File: config.mk
export PLATFORM = sky130hd
export DESIGN_NAME = header_crc_packet_deframer_flat
export DESIGN_NICKNAME = d
export VERILOG_FILES = /design/src/hw/rtl/hcd_pkg.sv /design/src/hw/rtl/hcd_in_if.sv /design/src/hw/rtl/hcd_out_if.sv /design/src/hw/rtl/hcd_cfg_if.sv /design/src/hw/rtl/hcd_ram.sv /design/src/hw/rtl/hcd_core.sv /design/src/hw/rtl/header_crc_packet_deframer.sv /design/src/flat_wrapper.sv
export SDC_FILE = /design/constraint.sdc
export NUM_CORES = 1
export LEC_CHECK = 0
export ABC_CLOCK_PERIOD_IN_PS = 5800
export BUFFER_PORTS_ARGS = -buffer_cell sky130_fd_sc_hd__buf_2
export CORE_MARGIN = 2
export CORE_UTILIZATION = 40
export DETAILED_ROUTE_END_ITERATION = 16
export MAX_ROUTING_LAYER = met4
export PLACE_DENSITY_LB_ADDON = 0.3
export SETUP_SLACK_MARGIN = 0.4
export SYNTH_ARGS = -nofsm -noshare
export SYNTH_HDL_FRONTEND = slang
export SYNTH_SLANG_ARGS = --single-unit
File: constraint.sdc
create_clock -name clk_i -period 5.8 [get_ports clk_i]
set_clock_uncertainty 0.2 [all_clocks]
set_input_delay 0.58 -clock clk_i [delete_from_list [all_inputs] [get_ports clk_i]]
set_output_delay 0.58 -clock clk_i [all_outputs]
set_load 0.005 [all_outputs]
File: src/hw/rtl/hcd_pkg.sv
// Shared constants, types and the CRC-16/ARC byte update for the packet deframer.
package hcd_pkg;

  localparam int PACKET_BYTES_DEF   = 24;
  localparam int CRC_SPAN_BYTES_DEF = 22;

  // field widths on the item channels
  localparam int IDX_W   = 5;
  localparam int COUNT_W = 5;

  localparam logic [7:0]  HDR_FIRST     = 8'hAA;
  localparam logic [7:0]  HDR_SECOND    = 8'hCC;
  localparam logic [15:0] CRC_REFL_POLY = 16'hA001;

  // operation codes
  localparam logic [1:0] OP_BYTE    = 2'd0;
  localparam logic [1:0] OP_RELEASE = 2'd1;
  localparam logic [1:0] OP_READ    = 2'd2;

  // status codes
  localparam logic [3:0] ST_IGNORED  = 4'd0;
  localparam logic [3:0] ST_HEADER   = 4'd1;
  localparam logic [3:0] ST_MISMATCH = 4'd2;
  localparam logic [3:0] ST_BODY     = 4'd3;
  localparam logic [3:0] ST_ACCEPT   = 4'd4;
  localparam logic [3:0] ST_CRC_FAIL = 4'd5;
  localparam logic [3:0] ST_DROPPED  = 4'd6;
  localparam logic [3:0] ST_RELEASED = 4'd7;
  localparam logic [3:0] ST_READ     = 4'd8;

  typedef struct packed {
    logic [3:0] status;
    logic       packet_ready;
  } hcd_res_t;

  // reflected CRC-16, poly 0x8005, one byte per call
  function automatic logic [15:0] crc_arc_byte(logic [15:0] crc, logic [7:0] b);
    logic [15:0] c;
    c = crc ^ {8'h00, b};
    for (int i = 0; i < 8; i++) begin
      if (c[0]) begin
        c = (c >> 1) ^ CRC_REFL_POLY;
      end else begin
        c = c >> 1;
      end
    end
    return c;
  endfunction

endpackage

File: src/hw/rtl/hcd_in_if.sv
// Input item channel: operation, received byte and read position.
interface hcd_in_if import hcd_pkg::*; ();
  logic             valid;
  logic             ready;
  logic [1:0]       operation;
  logic [7:0]       rx_byte;
  logic [IDX_W-1:0] read_index;

  modport source (output valid, operation, rx_byte, read_index, input ready);
  modport sink   (input valid, operation, rx_byte, read_index, output ready);
endinterface

File: src/hw/rtl/hcd_out_if.sv
// Result item channel: status, held flag, stored byte count and read data.
interface hcd_out_if import hcd_pkg::*; ();
  logic               valid;
  logic               ready;
  logic [3:0]         status;
  logic               packet_ready;
  logic [COUNT_W-1:0] byte_count;
  logic [7:0]         read_value;

  modport source (output valid, status, packet_ready, byte_count, read_value, input ready);
  modport sink   (input valid, status, packet_ready, byte_count, read_value, output ready);
endinterface

File: src/hw/rtl/hcd_cfg_if.sv
// Configuration write channel carrying the CRC check enable bit.
interface hcd_cfg_if;
  logic valid;
  logic ready;
  logic crc_check_enable;

  modport source (output valid, crc_check_enable, input ready);
  modport sink   (input valid, crc_check_enable, output ready);
endinterface

File: src/hw/rtl/hcd_ram.sv
// Generic single-write, single-read RAM with registered read data.
module hcd_ram #(
  parameter int Width = 8,
  parameter int Depth = 24
) (
  input  logic                     clk_i,
  input  logic                     we_i,
  input  logic [$clog2(Depth)-1:0] waddr_i,
  input  logic [Width-1:0]         wdata_i,
  input  logic                     re_i,
  input  logic [$clog2(Depth)-1:0] raddr_i,
  output logic [Width-1:0]         rdata_o
);
  logic [Width-1:0] mem_q [Depth];
  logic [Width-1:0] rdata_q;

  always_ff @(posedge clk_i) begin
    if (we_i) begin
      mem_q[waddr_i] <= wdata_i;
    end
    if (re_i) begin
      rdata_q <= mem_q[raddr_i];
    end
  end

  assign rdata_o = rdata_q;
endmodule

File: src/hw/rtl/hcd_core.sv
// Deframer state: header hunt, byte count, running CRC and packet check.
module hcd_core import hcd_pkg::*; #(
  parameter int PACKET_BYTES   = PACKET_BYTES_DEF,
  parameter int CRC_SPAN_BYTES = CRC_SPAN_BYTES_DEF,
  localparam int AddrW  = $clog2(PACKET_BYTES),
  localparam int CountW = $clog2(PACKET_BYTES + 1)
) (
  input  logic              clk_i,
  input  logic              rst_ni,
  input  logic              fire_i,
  input  logic [1:0]        op_i,
  input  logic [7:0]        byte_i,
  input  logic              crc_en_i,
  output logic              we_o,
  output logic [AddrW-1:0]  waddr_o,
  output logic [7:0]        wdata_o,
  output hcd_res_t          res_o,
  output logic [CountW-1:0] count_o
);
  localparam logic [1:0] PH_HUNT  = 2'd0;
  localparam logic [1:0] PH_AWAIT = 2'd1;
  localparam logic [1:0] PH_BODY  = 2'd2;

  logic [1:0]        phase_q, phase_d;
  logic              held_q, held_d;
  logic [CountW-1:0] count_q, count_d;
  logic [15:0]       crc_q, crc_d;
  logic [7:0]        crc_hi_q, crc_hi_d;
  logic [3:0]        status;

  // storing at base_count (count_q, or zero on a first header byte): write, advance CRC over the span, count up
  logic [CountW-1:0] base_count;
  logic [15:0]       base_crc;
  logic              do_store;
  logic              room;
  logic [15:0]       crc_after;
  logic [CountW-1:0] count_after;

  always_comb begin
    room        = int'(base_count) < PACKET_BYTES;
    crc_after   = (int'(base_count) < CRC_SPAN_BYTES) ? crc_arc_byte(base_crc, byte_i)
                                                      : base_crc;
    count_after = base_count + CountW'(1);
  end

  always_comb begin
    phase_d    = phase_q;
    held_d     = held_q;
    count_d    = count_q;
    crc_d      = crc_q;
    crc_hi_d   = crc_hi_q;
    status     = ST_IGNORED;
    base_count = count_q;
    base_crc   = crc_q;
    do_store   = 1'b0;

    case (op_i)
      OP_BYTE: begin
        if (held_q) begin
          status = ST_DROPPED;
        end else begin
          case (phase_q)
            PH_HUNT: begin
              if (byte_i == HDR_FIRST) begin
                base_count = '0;
                base_crc   = '0;
                do_store   = 1'b1;
                phase_d    = PH_AWAIT;
                status     = ST_HEADER;
              end
            end
            PH_AWAIT: begin
              if (byte_i == HDR_SECOND) begin
                do_store = 1'b1;
                phase_d  = PH_BODY;
                status   = ST_HEADER;
              end else begin
                phase_d = PH_HUNT;
                count_d = '0;
                crc_d   = '0;
                status  = ST_MISMATCH;
              end
            end
            default: begin
              do_store = 1'b1;
              if (int'(count_after) < PACKET_BYTES) begin
                status = ST_BODY;
              end else if (!crc_en_i ||
                           (crc_hi_q == crc_after[15:8] && byte_i == crc_after[7:0])) begin
                held_d = 1'b1;
                status = ST_ACCEPT;
              end else begin
                do_store = 1'b0;
                phase_d  = PH_HUNT;
                count_d  = '0;
                crc_d    = '0;
                status   = ST_CRC_FAIL;
              end
            end
          endcase
        end
      end
      OP_RELEASE: begin
        if (held_q) begin
          held_d  = 1'b0;
          phase_d = PH_HUNT;
          count_d = '0;
          crc_d   = '0;
        end
        status = ST_RELEASED;
      end
      OP_READ: begin
        status = ST_READ;
      end
      default: begin
        status = ST_IGNORED;
      end
    endcase

    if (do_store && room) begin
      count_d = count_after;
      crc_d   = crc_after;
      if (int'(base_count) == PACKET_BYTES - 2) begin
        crc_hi_d = byte_i;
      end
    end
  end

  // the failed last byte is still written, like the accepted one
  assign we_o    = fire_i && room && (do_store || status == ST_CRC_FAIL);
  assign waddr_o = base_count[AddrW-1:0];
  assign wdata_o = byte_i;

  assign res_o.status       = status;
  assign res_o.packet_ready = held_d;
  assign count_o            = count_d;

  always_ff @(posedge clk_i or negedge rst_ni) begin
    if (!rst_ni) begin
      phase_q  <= PH_HUNT;
      held_q   <= 1'b0;
      count_q  <= '0;
      crc_q    <= '0;
      crc_hi_q <= '0;
    end else if (fire_i) begin
      phase_q  <= phase_d;
      held_q   <= held_d;
      count_q  <= count_d;
      crc_q    <= crc_d;
      crc_hi_q <= crc_hi_d;
    end
  end
endmodule

File: src/hw/rtl/header_crc_packet_deframer.sv
// Header-hunting packet deframer with CRC-16/ARC check, top level.
//
// Takes one input item per clock cycle unless results stall, and returns one
// result per item via the input register, then the result register with the
// packet RAM's registered read beside it. Unstalled, throughput is one item per
// cycle, set by the core's combinational byte-wide CRC update; a stalled result
// holds the pipeline, while the input register still takes one more item.
// Packet bytes live in a PACKET_BYTES x 8 RAM that is not cleared at reset, so
// reads of positions not written since reset return undefined data. Reads at
// or past PACKET_BYTES return zero. The CRC check enable is written over its
// own channel, which is always ready, and should only change while idle.
module header_crc_packet_deframer import hcd_pkg::*; #(
  parameter int PACKET_BYTES   = PACKET_BYTES_DEF,
  parameter int CRC_SPAN_BYTES = CRC_SPAN_BYTES_DEF
) (
  input  logic      clk_i,
  input  logic      rst_ni,
  hcd_in_if.sink    in_i,
  hcd_out_if.source out_o,
  hcd_cfg_if.sink   cfg_i
);
  localparam int AddrW  = $clog2(PACKET_BYTES);
  localparam int CountW = $clog2(PACKET_BYTES + 1);

  logic crc_en_q;

  logic             in_valid_q;
  logic [1:0]       op_q;
  logic [7:0]       byte_q;
  logic [IDX_W-1:0] idx_q;

  logic              out_valid_q;
  hcd_res_t          res_q;
  logic [CountW-1:0] count_q;
  logic              rd_ok_q;

  logic              advance, fire, in_xfer;
  logic              we;
  logic [AddrW-1:0]  waddr;
  logic [7:0]        wdata, rdata;
  hcd_res_t          res;
  logic [CountW-1:0] count;
  logic              rd_ok;

  assign advance = !out_valid_q || out_o.ready;
  assign fire    = in_valid_q && advance;
  assign in_i.ready = !in_valid_q || advance;
  assign in_xfer = in_i.valid && in_i.ready;
  assign cfg_i.ready = 1'b1;

  assign rd_ok = (op_q == OP_READ) && (int'(idx_q) < PACKET_BYTES);

  always_ff @(posedge clk_i or negedge rst_ni) begin
    if (!rst_ni) begin
      crc_en_q <= 1'b1;
    end else if (cfg_i.valid) begin
      crc_en_q <= cfg_i.crc_check_enable;
    end
  end

  always_ff @(posedge clk_i or negedge rst_ni) begin
    if (!rst_ni) begin
      in_valid_q  <= 1'b0;
      out_valid_q <= 1'b0;
    end else begin
      if (in_xfer) begin
        in_valid_q <= 1'b1;
      end else if (fire) begin
        in_valid_q <= 1'b0;
      end
      if (advance) begin
        out_valid_q <= in_valid_q;
      end
    end
  end

  always_ff @(posedge clk_i) begin
    if (in_xfer) begin
      op_q   <= in_i.operation;
      byte_q <= in_i.rx_byte;
      idx_q  <= in_i.read_index;
    end
    if (fire) begin
      res_q   <= res;
      count_q <= count;
      rd_ok_q <= rd_ok;
    end
  end

  hcd_core #(
    .PACKET_BYTES  (PACKET_BYTES),
    .CRC_SPAN_BYTES(CRC_SPAN_BYTES)
  ) u_core (
    .clk_i   (clk_i),
    .rst_ni  (rst_ni),
    .fire_i  (fire),
    .op_i    (op_q),
    .byte_i  (byte_q),
    .crc_en_i(crc_en_q),
    .we_o    (we),
    .waddr_o (waddr),
    .wdata_o (wdata),
    .res_o   (res),
    .count_o (count)
  );

  hcd_ram #(
    .Width(8),
    .Depth(PACKET_BYTES)
  ) u_store (
    .clk_i  (clk_i),
    .we_i   (we),
    .waddr_i(waddr),
    .wdata_i(wdata),
    .re_i   (fire),
    .raddr_i(AddrW'(idx_q)),
    .rdata_o(rdata)
  );

  assign out_o.valid        = out_valid_q;
  assign out_o.status       = res_q.status;
  assign out_o.packet_ready = res_q.packet_ready;
  assign out_o.byte_count   = COUNT_W'(count_q);
  assign out_o.read_value   = rd_ok_q ? rdata : 8'h00;
endmodule

File: src/flat_wrapper.sv
// flat-port wrapper written by rule: the top's interface ports become plain ports
module header_crc_packet_deframer_flat import hcd_pkg::*;
#(
  parameter int PACKET_BYTES   = PACKET_BYTES_DEF,
  parameter int CRC_SPAN_BYTES = CRC_SPAN_BYTES_DEF
)
  (clk_i, rst_ni, in_i_valid, in_i_operation, in_i_rx_byte, in_i_read_index, in_i_ready, out_o_valid, out_o_status, out_o_packet_ready, out_o_byte_count, out_o_read_value, out_o_ready, cfg_i_valid, cfg_i_crc_check_enable, cfg_i_ready);
  hcd_in_if in_i_i ();
  hcd_out_if out_o_i ();
  hcd_cfg_if cfg_i_i ();
  input  logic clk_i;
  input  logic rst_ni;
  input wire logic [$bits(in_i_i.valid)-1:0] in_i_valid;
  input wire logic [$bits(in_i_i.operation)-1:0] in_i_operation;
  input wire logic [$bits(in_i_i.rx_byte)-1:0] in_i_rx_byte;
  input wire logic [$bits(in_i_i.read_index)-1:0] in_i_read_index;
  output wire logic [$bits(in_i_i.ready)-1:0] in_i_ready;
  output wire logic [$bits(out_o_i.valid)-1:0] out_o_valid;
  output wire logic [$bits(out_o_i.status)-1:0] out_o_status;
  output wire logic [$bits(out_o_i.packet_ready)-1:0] out_o_packet_ready;
  output wire logic [$bits(out_o_i.byte_count)-1:0] out_o_byte_count;
  output wire logic [$bits(out_o_i.read_value)-1:0] out_o_read_value;
  input wire logic [$bits(out_o_i.ready)-1:0] out_o_ready;
  input wire logic [$bits(cfg_i_i.valid)-1:0] cfg_i_valid;
  input wire logic [$bits(cfg_i_i.crc_check_enable)-1:0] cfg_i_crc_check_enable;
  output wire logic [$bits(cfg_i_i.ready)-1:0] cfg_i_ready;
  assign in_i_i.valid = in_i_valid;
  assign in_i_i.operation = in_i_operation;
  assign in_i_i.rx_byte = in_i_rx_byte;
  assign in_i_i.read_index = in_i_read_index;
  assign in_i_ready = in_i_i.ready;
  assign out_o_valid = out_o_i.valid;
  assign out_o_status = out_o_i.status;
  assign out_o_packet_ready = out_o_i.packet_ready;
  assign out_o_byte_count = out_o_i.byte_count;
  assign out_o_read_value = out_o_i.read_value;
  assign out_o_i.ready = out_o_ready;
  assign cfg_i_i.valid = cfg_i_valid;
  assign cfg_i_i.crc_check_enable = cfg_i_crc_check_enable;
  assign cfg_i_ready = cfg_i_i.ready;
  header_crc_packet_deframer #(.PACKET_BYTES(PACKET_BYTES), .CRC_SPAN_BYTES(CRC_SPAN_BYTES)) u_core (.clk_i(clk_i), .rst_ni(rst_ni), .in_i(in_i_i), .out_o(out_o_i), .cfg_i(cfg_i_i));
endmodule
# Word level (Yosys, flattened, before mapping)

Memory sizes are Yosys's and may differ from the RTL's. A register that Yosys moved wholly into a read port is not among the register bits.
Cells that the tools add are included.

Memories: 1
Logic and storage cells: 137
Bits in writable memories: 192
Output and inout bits: 21
Memory bits (read-only): 0
Latch bits: 0
Input bits: 21
Register bits after elaboration: 61

Mux-type cells: 64
Reductions and logical operators: 23
Multiply operators: 0
Div/mod/pow operators: 0
Order comparisons: 4
Shift operators: 0
Bitwise logic cells: 9
Add/sub/neg operators: 1
Equality and inequality tests: 20

Memories:

| name                 | words | bits a word | read ports | clocked after Yosys merged registers in | wr ports | line          | RTL |
|---|---|---|---|---|---|---|---|
| u_core.u_store.mem_q | 24    | 8           | 1          | 1                                       | 1        | hcd_ram.sv:14 | `logic [Width-1:0] mem_q [Depth];` |

Operators with widths:

| kind                  | number |
|---|---|
| $mux W16              | 19 |
| $pmux W16 S2          | 2 |
| $mux W5               | 10 |
| $not A2 Y3            | 8 |
| $lt A5 B5 Y1 const B  | 4 |
| $pmux W5 S2           | 2 |
| $eq A8 B8 Y1          | 2 |
| $eq A8 B8 Y1 const B  | 2 |
| $xor A16 B8 Y16       | 1 |
| $mux W1               | 15 |
| $mux W2               | 7 |
| $ne A3 B3 Y1 const B  | 4 |
| $pmux W4 S3           | 1 |
| $mux W8               | 1 |
| $ne A4 B2 Y1 const B  | 2 |
| $ne A4 B3 Y1 const B  | 2 |
| $pmux W2 S2           | 2 |
| $pmux W4 S2           | 1 |
| $reduce_and A8 Y1     | 1 |
| $logic_and A1 B1 Y1   | 7 |
| $reduce_and A7 Y1     | 1 |
| $add A5 B1 Y5 const B | 1 |
| $eq A5 B5 Y1 const B  | 1 |
| $eq A2 B1 Y1 const B  | 2 |
| other kinds (14)      | 23 |

# Longest topological paths before layout

Gate-level depths: netlist of the first run.

Depth after elaboration: 36
Depth in mapped cells: 21
Depth with buffers taken out: 15

# Modules after synthesis

From an unflattened synthesis of the first run, not the netlist that was laid out.

Cells, all modules: 801
Area total of the unflattened synthesis: 11954.0 um^2

Modules (own cells, without submodules):

| module                     | instances | cells an instance | sequential area each (um^2) | area each (um^2) |
|---|---|---|---|---|
| hcd_ram                    | 1         | 383               | 6005.8                      | 7800.0 |
| hcd_core                   | 1         | 370               | 800.8                       | 3159.3 |
| header_crc_packet_deframer | 1         | 48                | 857.1                       | 994.7 |

# Worst setup path before layout of the first run

Ideal clock, no wire load.

Path kind: register to register
Start point: register u_core.byte_q[0]
End point: register u_core.count_q[3], in the netlist u_core.out_o.byte_count[3], data pin
Library setup time: 152 ps
Buffers on the path: 5
Path slack: 1552 ps
Required time: 5448 ps
Cell stages (with the launch flop): 21
Period minus slack after synthesis: 4248 ps
Data arrival time: 3896 ps
Cell sequence: edfxtp_1 > buf_2 > nor4bb_4 > buf_2 > nand4_1 > buf_2 > buf_2 > nand2_1 > inv_1 > ha_1 > nand2_1 > nand3_1 > o21ai_0 > a21oi_1 > nor2_1 > and2_1 > o31ai_4 > and2_4 > buf_6 > or2_2 > o21ai_0

Cells in the longest elaborated chain, start to end: 27
Elaborated cells between the ends (all ways): 51
Those cells by class: 1 x add/sub; 3 x order compare; 4 x eq/ne; 31 x mux; 9 x bitwise; 3 x reduce/logical

RTL lines:

| element                                                 | line                             | RTL |
|---|---|---|
| from (decl)                                             | header_crc_packet_deframer.sv:29 | `logic [7:0] byte_q;` |
| from (signal assigned)                                  | header_crc_packet_deframer.sv:80 | `byte_q <= in_i.rx_byte;` |
| $eq A8 B8 Y1                                            | hcd_core.sv:64                   | `if (byte_i == HDR_FIRST) begin` |
| $mux W16                                                | hcd_core.sv:64                   |  |
| $mux W16                                                | hcd_core.sv:62                   | `case (phase_q)` |
| $mux W16                                                | hcd_core.sv:59                   | `if (held_q) begin` |
| $mux W16                                                | hcd_core.sv:57                   | `case (op_i)` |
| $xor A16 B8 Y16                                         | hcd_pkg.sv:39                    | `c = crc ^ {8'h00, b};` |
| $not A2 Y3 (no source line) or $mux W16 (tied branches) | --                               |  |
| $mux W16 or $not A2 Y3 (tied branches) (3 in series)    | --                               |  |
| [10 not listed]                                         | --                               |  |
| $mux W1                                                 | hcd_core.sv:88                   | `end else if (!crc_en_i \|\|` |
| $mux W1                                                 | hcd_core.sv:86                   | `if (int'(count_after) < PACKET_BYTES) begin` |
| $pmux W1 S2                                             | hcd_core.sv:62                   |  |
| $mux W1                                                 | hcd_core.sv:59                   |  |
| $mux W1                                                 | hcd_core.sv:57                   |  |
| $logic_and A1 B1 Y1                                     | hcd_core.sv:120                  | `if (do_store && room) begin` |
| $mux W5 (*)                                             | hcd_core.sv:120                  |  |
| via u_core.count[3]                                     | header_crc_packet_deframer.sv:42 | `logic [CountW-1:0] count;` |
| to (signal assigned)                                    | header_crc_packet_deframer.sv:85 | `count_q <= count;` |
| to (decl)                                               | header_crc_packet_deframer.sv:34 | `logic [CountW-1:0] count_q;` |

Mark *: on every way through the listed nets, which the timed path passes. The rest lies on a longest branch.
A chain may end at the register's enable or synchronous reset.

# Final worst setup path of the first run

Start point: register u_core.byte_q[3]
End point: register u_core.count_q[2], in the netlist u_core.out_o.byte_count[2], data pin

The elaborated chain is that of the path after synthesis.

==> results.cfg, run 1 <==
[setup_path]
crit_fanout = 29
critical_path.cell_chain = buf_4 -> nor4bb_4 -> and4_1 -> nor2_1 -> a222oi_1 -> nand4_1 -> nor4_1 -> nand4_1 -> o31ai_4 -> and2_4 -> o21ai_0 -> a32o_1
timing.setup.critical_path_class = register to register
crit_path_start_kind = register
r2r_end = u_core.out_o.byte_count[2]
worst-r2r-setup-slack_ps = 860
cell_count_of_the_worst_reg_to_reg_path = 12
crit_path_end_kind = register
required_ps = 5890
worstSetupEndpoint = u_core.out_o.byte_count[2]
worstSetupStartpoint = u_core.byte_q[3]
cpMaxStageDelayCell = and4_1
crit_path_max_incr_delay_ps = 740
worst_r2r_startpoint = u_core.byte_q[3]
critPathArrivalTime_ps = 5030
cpMostUsedCell = nand4_1

[final_layout]
most-common-layout-cells = edfxtp_1, mux4_2, nor2_1
post-route-cell-area_um2 = 13200
post_route_cells_drive_above_1_share = 0.221
flow.area_growth_from_synthesis_pct = 13.3
fillers = 2439
design.final.nets = 800
insertedDiodeCount = 0
layout.cells.most_common = edfxtp_1

[floorplan]
initial_utilization = 0.406
core-area_um2 = 28600
chipHeight_um = 174
die_area_um2 = 30400
core.rowCount = 62
die_w_um = 174
design.portCount = 42

[sta]
final-max-slew-violation-count = 0
rsz0062_at_grt = no
setup_viol_count_final = 0
setup-tns-final_ps = 0
slew_headroom = 0.274
worst_slack_ps = 861
timing_worst_slew_pin_value_ps = 1090
post-route-min-period_ps = 4940
final-hold-violation-count = 0
clock.fmax_ghz = 0.202
holdWs_ps = 17.5
finalCritPeriodShare = 0.852

[synth]
synth_ff_type = edfxtp_1
synth_warnings = 0
synth_nets = 759
synth-async-reset-ratio = 0.134
number_of_enable_type_register_cells_in_the_synthesized_netlist = 226
yosys_register_bits = 261
synth.distinct_cells = 74
syn-instance-count = 734
post_synth_instance_area_um2 = 11600
syn_avg_cell_area_um2 = 15.8
synth_sequential_area_ratio = 0.660

[clock_tree]
numCtsBuffers = 28
insertion_delay_ps = 540
cts.repair_timing.setup_buffer_count = 0
cts.root.buffer_cell = clkbuf_16
clock_sinks = 261
clock_tree.buffer_depth = 3
reg_clk_slew_reported_paths_ps = 60
h-tree-depth = 1
clock_tree_from_tritoncts = done

[power_and_ir_drop]
peakVddDrop_v = 0.000309
leak_nw = 4.48
power.net_switching_mw = 1.73
seqPwrFrac = 0.420
powerDensity_nw_per_um2 = 427
post-layout-total-power_mw = 5.62
cellInternalPower_mw = 3.89
power_frac_clock = 0.325
part_of_the_total_power_dissipated_in_combinational_logic = 0.254
p_sw_frac = 0.308

[job]
max-cap-violations = 0

[grt]
grt_pass1_vias = 6638
grt_overflow_total = 0
antenna_violations_before_repair = 1
grt_start_max_net_pins = 49
grt_first_pass_wirelength_um = 41300
track_usage = 0.185

[placement]
detailedPlace.worstSlack_ps = 939
detailed_place.area_um2 = 12200
dp.final_hpwl_um = 17500
port-buffer-count = 40
routabilityCongestion = 0.944

[routing]
detailroute.via_count = 6686
drtPass1Iterations = 5
drt_iter0_markers = 663
routed_wire_length_per_instance_um = 23.1
post-route-drc-count = 0
avgViaCountPerCell = 5.66
final_antenna_net_count = 0
wl_um = 27200

[hold_path]
min-delay-path-class = input port to register

[status]
result_of_the_run = complete, no violations
-- logic make-up after synthesis --
group           after synthesis  share of synthesized area
flops                       261                      0.660
simple gates                173                     0.0758
compound gates              125                     0.0789
mux                          75                      0.127
buf+inv                      60                     0.0233
xor+xnor                     35                     0.0307
fa+ha+maj                     4                    0.00431
other cells                   1                   0.000323
-- power groups by stage --
stage	sequential [mW]	combinational, mW	clock [mW]
global route	2.38	1.55	1.93
finish	2.36	1.43	1.83
CTS	2.36	1.41	1.85
detailed placement	2.39	1.40	0
global placement	2.40	1.40	0
floorplan	2.31	1.11	0
-- worst min-delay path by stage --
stage	startpoint	end	slack, ps	depth (start not counted)
after floorplan	rst_ni	u_core.in_valid_q	80	0
after global placement	u_core.in_valid_q	u_core.out_o.valid	290	1
after detailed placement	u_core.in_valid_q	u_core.out_o.valid	290	1
after CTS	in_i_rx_byte[5]	u_core.byte_q[5]	6	1
after global routing	in_i_rx_byte[1]	u_core.byte_q[1]	5	1
final	in_i_rx_byte[5]	u_core.byte_q[5]	20	1
-- cell type report --
type                            count  area [µm²]  area share
Clock buffer                       38         790      0.0600
Clock inverter                     14         164      0.0125
Inverter                           15        56.3     0.00428
Multi-Input combinational cell    413        3680       0.280
Sequential cell                   261        7660       0.582
Tap cell                          384         480      0.0365
Timing Repair Buffer               56         323      0.0245
-- Yosys cell counts, types with 7 or more instances --
library cell,count,area share
edfxtp_1,226,0.58
mux4_2,57,0.11
nor2_1,53,0.017
nand2_1,39,0.013
dfrtp_1,34,0.073
a21oi_1,26,0.011
clkbuf_1,20,0.0065
o21ai_0,20,0.0086
nand3_1,18,0.0078
xnor2_1,17,0.013
inv_1,14,0.0045
nor3_1,14,0.0060
xor2_1,14,0.011
and2_1,12,0.0065
buf_2,12,0.0052
a22o_1,10,0.0075
mux2i_1,10,0.0086
a32o_1,8,0.0069
mux2_2,8,0.0078
buf_1,7,0.0023
o211ai_1,7,0.0045
-- registers in the layout, summed over array words and instances, names as in the netlist --
name and cells:
u_core.rd_ok_q 1, u_core.out_o.valid 1, u_core.u_core.crc_hi_q 8, u_core.u_core.count_q 5, u_core.u_store.rdata_o 8, u_core.u_store.mem_q 192
u_core.out_o.status 4, u_core.out_o.packet_ready 1, u_core.in_valid_q 1, u_core.idx_q 5, u_core.op_q 2, u_core.crc_en_q 1
u_core.out_o.byte_count 5, u_core.u_core.held_q 1, u_core.u_core.phase_q 2, u_core.byte_q 8, u_core.u_core.crc_q 16
-- through the flow --
stage                util  std cells
floorplan               -        734
finish              0.460       1181
detailed placement  0.426       1128
global placement    0.426       1128
global route        0.460       1181
CTS                 0.460       1181
-- critical path, delay by kind of cell, from the launching register on --
kind / cells / cell delay [ps]
AND/OR/NAND/NOR: 7 / 2770
flip-flops: 1 / 330
AO/OA/AOI/OAI: 4 / 1090
buffers and inverters: 1 / 300
-- metal layers --
layer,routed length (µm),part of all wire,GRT usage
met1,11900,0.44,0.257
met2,13100,0.48,0.291
met3,1710,0.063,0.0273
met4,498,0.018,0.0382
met5,0,0,-
-- what timing repair did --
action                    4_1_cts  5_1_grt
hold endpoints to repair       34        0
resized for setup               0        0
hold buffers                    1        0
(Power assumes the default switching activity.)
==> run 2: changes to the inputs <==
--- a/config.mk
+++ b/config.mk
@@ -5,6 +5,7 @@
 export SDC_FILE = /design/constraint.sdc
 export NUM_CORES = 1
 export LEC_CHECK = 0
+export ABC_AREA = 1
 export ABC_CLOCK_PERIOD_IN_PS = 5800
 export BUFFER_PORTS_ARGS = -buffer_cell sky130_fd_sc_hd__buf_2
 export CORE_MARGIN = 2
==> results.cfg, run 2 <==
[synth]
synth_top_cell_area_share = 0.580
synth_nets = 1124
post_synth_instance_area_um2 = 11700
synth_ff_type = edfxtp_1
yosys_register_bits = 261
syn_avg_cell_area_um2 = 10.6
post_synth_main_area_contributors = edfxtp_1, dfrtp_1, nand2_1, o21ai_0, nor2_1
yosys.cell_count.top_type = edfxtp_1
netlist_top_cells_count = edfxtp_1, nand2_1, nor2_1
synth_warnings = 0
synth_largest_area_cell = edfxtp_1
synth_sequential_area_ratio = 0.655
synth.distinct_cells = 43
number_of_enable_type_register_cells_in_the_synthesized_netlist = 226
synth-async-reset-ratio = 0.134
syn-instance-count = 1099

[power_and_ir_drop]
cellInternalPower_mw = 3.35
peakVddDrop_v = 0.000225
leak_nw = 4.94
power_frac_clock = 0.383
seqPwrFrac = 0.473
power.net_switching_mw = 1.25
powerDensity_nw_per_um2 = 346
part_of_the_total_power_dissipated_in_combinational_logic = 0.144
p_sw_frac = 0.271

[setup_path]
crit_fanout = 30
crit_path_end_kind = register
required_ps = 6000
critPathArrivalTime_ps = 4680
timing.setup.critical_path_class = register to register
crit_path_start_kind = register

[clock_tree]
numCtsBuffers = 28
reg_clk_slew_reported_paths_ps = 50
cts.root.buffer_cell = clkbuf_16
clock_tree.buffer_depth = 3
clock_tree_from_tritoncts = done
insertion_delay_ps = 560
clock_sinks = 261
h-tree-depth = 1

[sta]
final-max-slew-violation-count = 0
timing_worst_slew_pin_value_ps = 1150
holdWs_ps = 20.5
setup_viol_count_final = 0
clock.fmax_ghz = 0.224
slew_headroom = 0.233
rsz0062_at_grt = no
final-hold-violation-count = 0
post-route-min-period_ps = 4470
finalCritPeriodShare = 0.771
setup-tns-final_ps = 0

[placement]
port-buffer-count = 40
routabilityCongestion = 0.877
dp.final_hpwl_um = 17800
post-place-cells = 1487

[hold_path]
min-delay-path-class = input port to register

[floorplan]
die_area_um2 = 30600
core-area_um2 = 28800
chipHeight_um = 175
die_w_um = 175
initial_utilization = 0.406
design.portCount = 42
core.rowCount = 62

[routing]
post-route-drc-count = 0
detailroute.via_count = 8113
drtPass1Iterations = 7
avgViaCountPerCell = 5.23
wl_um = 28600
drt_iter0_markers = 833
final_antenna_net_count = 0
routed_wire_length_per_instance_um = 18.5

[final_layout]
insertedDiodeCount = 0
reg_top3 = u_core.u_store.mem_q x192, u_core.u_core.crc_q x16
largest_reg_flops = 192
final_cells = 1551
post_route_cells_drive_above_1_share = 0.126
layout.cells.most_common = edfxtp_1
design.final.nets = 1170
registers.top_by_ff_count = u_core.u_store.mem_q
most-common-layout-cells = edfxtp_1, nand2_1, nor2_1
flow.area_growth_from_synthesis_pct = 13.6

[grt]
grt_overflow_total = 0
track_usage = 0.193
antenna_violations_before_repair = 0
grt_first_pass_wirelength_um = 44600
grt_start_max_net_pins = 97
grt_pass1_vias = 7799

[job]
max-cap-violations = 0

[status]
result_of_the_run = complete, no violations
[run 2: cell types whose count changed after synthesis, sizes merged, moves of 25 or more]
cell    change
a21oi      -25
nand3      +60
o21ai     +132
o221ai     +39
nand2     +186
nor2      +109
mux4       -57
inv        +67
[run 2: per-layer routing]
| layer | wire length, µm | global-route usage |
|---|---|---|
| met1 | 13100 | 0.260 |
| met2 | 13600 | 0.313 |
| met3 | 1270 | 0.0224 |
| met4 | 713 | 0.0517 |
| met5 | 0 | - |
[run 2: timing repair]
item | 4_1_cts | 5_1_grt
endpoints found under the hold margin | 45 | 0
hold buffers | 12 | 0
gates resized for setup | 0 | 0
buffers inserted | 0 | 0
[run 2: metrics by stage]
stage,worst slack [ps],util,total power [mW],instance area (µm²)
after floorplan,2280,-,2.65,11700
after global placement,1440,0.426,2.86,12200
after global routing,835,0.462,4.79,13300
final,1330,0.462,4.59,13300
after CTS,1350,0.462,4.63,13300
after detailed placement,1380,0.426,2.86,12200
[run 2: final timing paths]
check | start | endpoint | slack [ps] | cells past startpoint
setup / recovery | u_core.byte_q[2] | u_core.u_core.crc_q[15] | 1330 | 23
max in group asynchronous | rst_ni | u_core.u_core.held_q | 4380 | 2
hold / removal | in_i_operation[1] | u_core.op_q[1] | 20 | 1
min in group asynchronous | rst_ni | u_core.u_core.count_q[4] | 470 | 2
hold reg to reg | u_core.u_core.phase_q[0] | u_core.u_core.phase_q[0] | 310 | 2
setup reg to reg | u_core.byte_q[2] | u_core.u_core.crc_q[15] | 1330 | 23
[run 2: power by group through the flow]
| stage | logic, mW | registers (mW) | clock network, mW |
|---|---|---|---|
| finish | 0.661 | 2.17 | 1.76 |
| global route | 0.747 | 2.18 | 1.86 |
| floorplan | 0.439 | 2.22 | 0 |
| global placement | 0.650 | 2.21 | 0 |
| CTS | 0.664 | 2.17 | 1.79 |
| detailed placement | 0.655 | 2.21 | 0 |
[run 2: worst max-delay path: stages, from the launching register on]
cell      delay [ps]
edfxtp_1         350
buf_4            230
nor2_1           210
nand2_1          130
nor2_4           120
nand2_4          200
nand2_2          190
nor2_1            80
inv_2             80
nand2_2          330
inv_2            330
nand3_1          210
nand3_1          120
nand2_1           60
nor2_1            80
nand2_1           50
nor2_1           110
nand3_1           80
nor2_1            90
nand2_1          100
nand3_2          110
nand4_4          160
o21ai_4          530
o21ai_0          160
[run 2: layout make-up]
| cell class | count | area, µm² |
|---|---|---|
| clock inverter | 10 | 110 |
| tap | 384 | 480 |
| sequential | 261 | 7660 |
| clock buffer | 42 | 813 |
| multi-input combinational | 704 | 3480 |
| timing repair buffer | 66 | 425 |
| inverter | 84 | 315 |
| fill | 2661 | 15500 |
[run 2: cells by family (layout without fill, tap and decap cells)]
group                      after synthesis  in the layout  synth area share
DFF                                    261            261             0.655
adders and majority gates                4              4           0.00428
and+or+nand+nor                        480            480             0.176
xor gates and xnor gates                 7              7           0.00781
AOI/OAI and AO/OA                      211            211             0.108
other                                    1              1          0.000321
buffers and inverters                  134            202            0.0476
muxes                                    1              1          0.000962
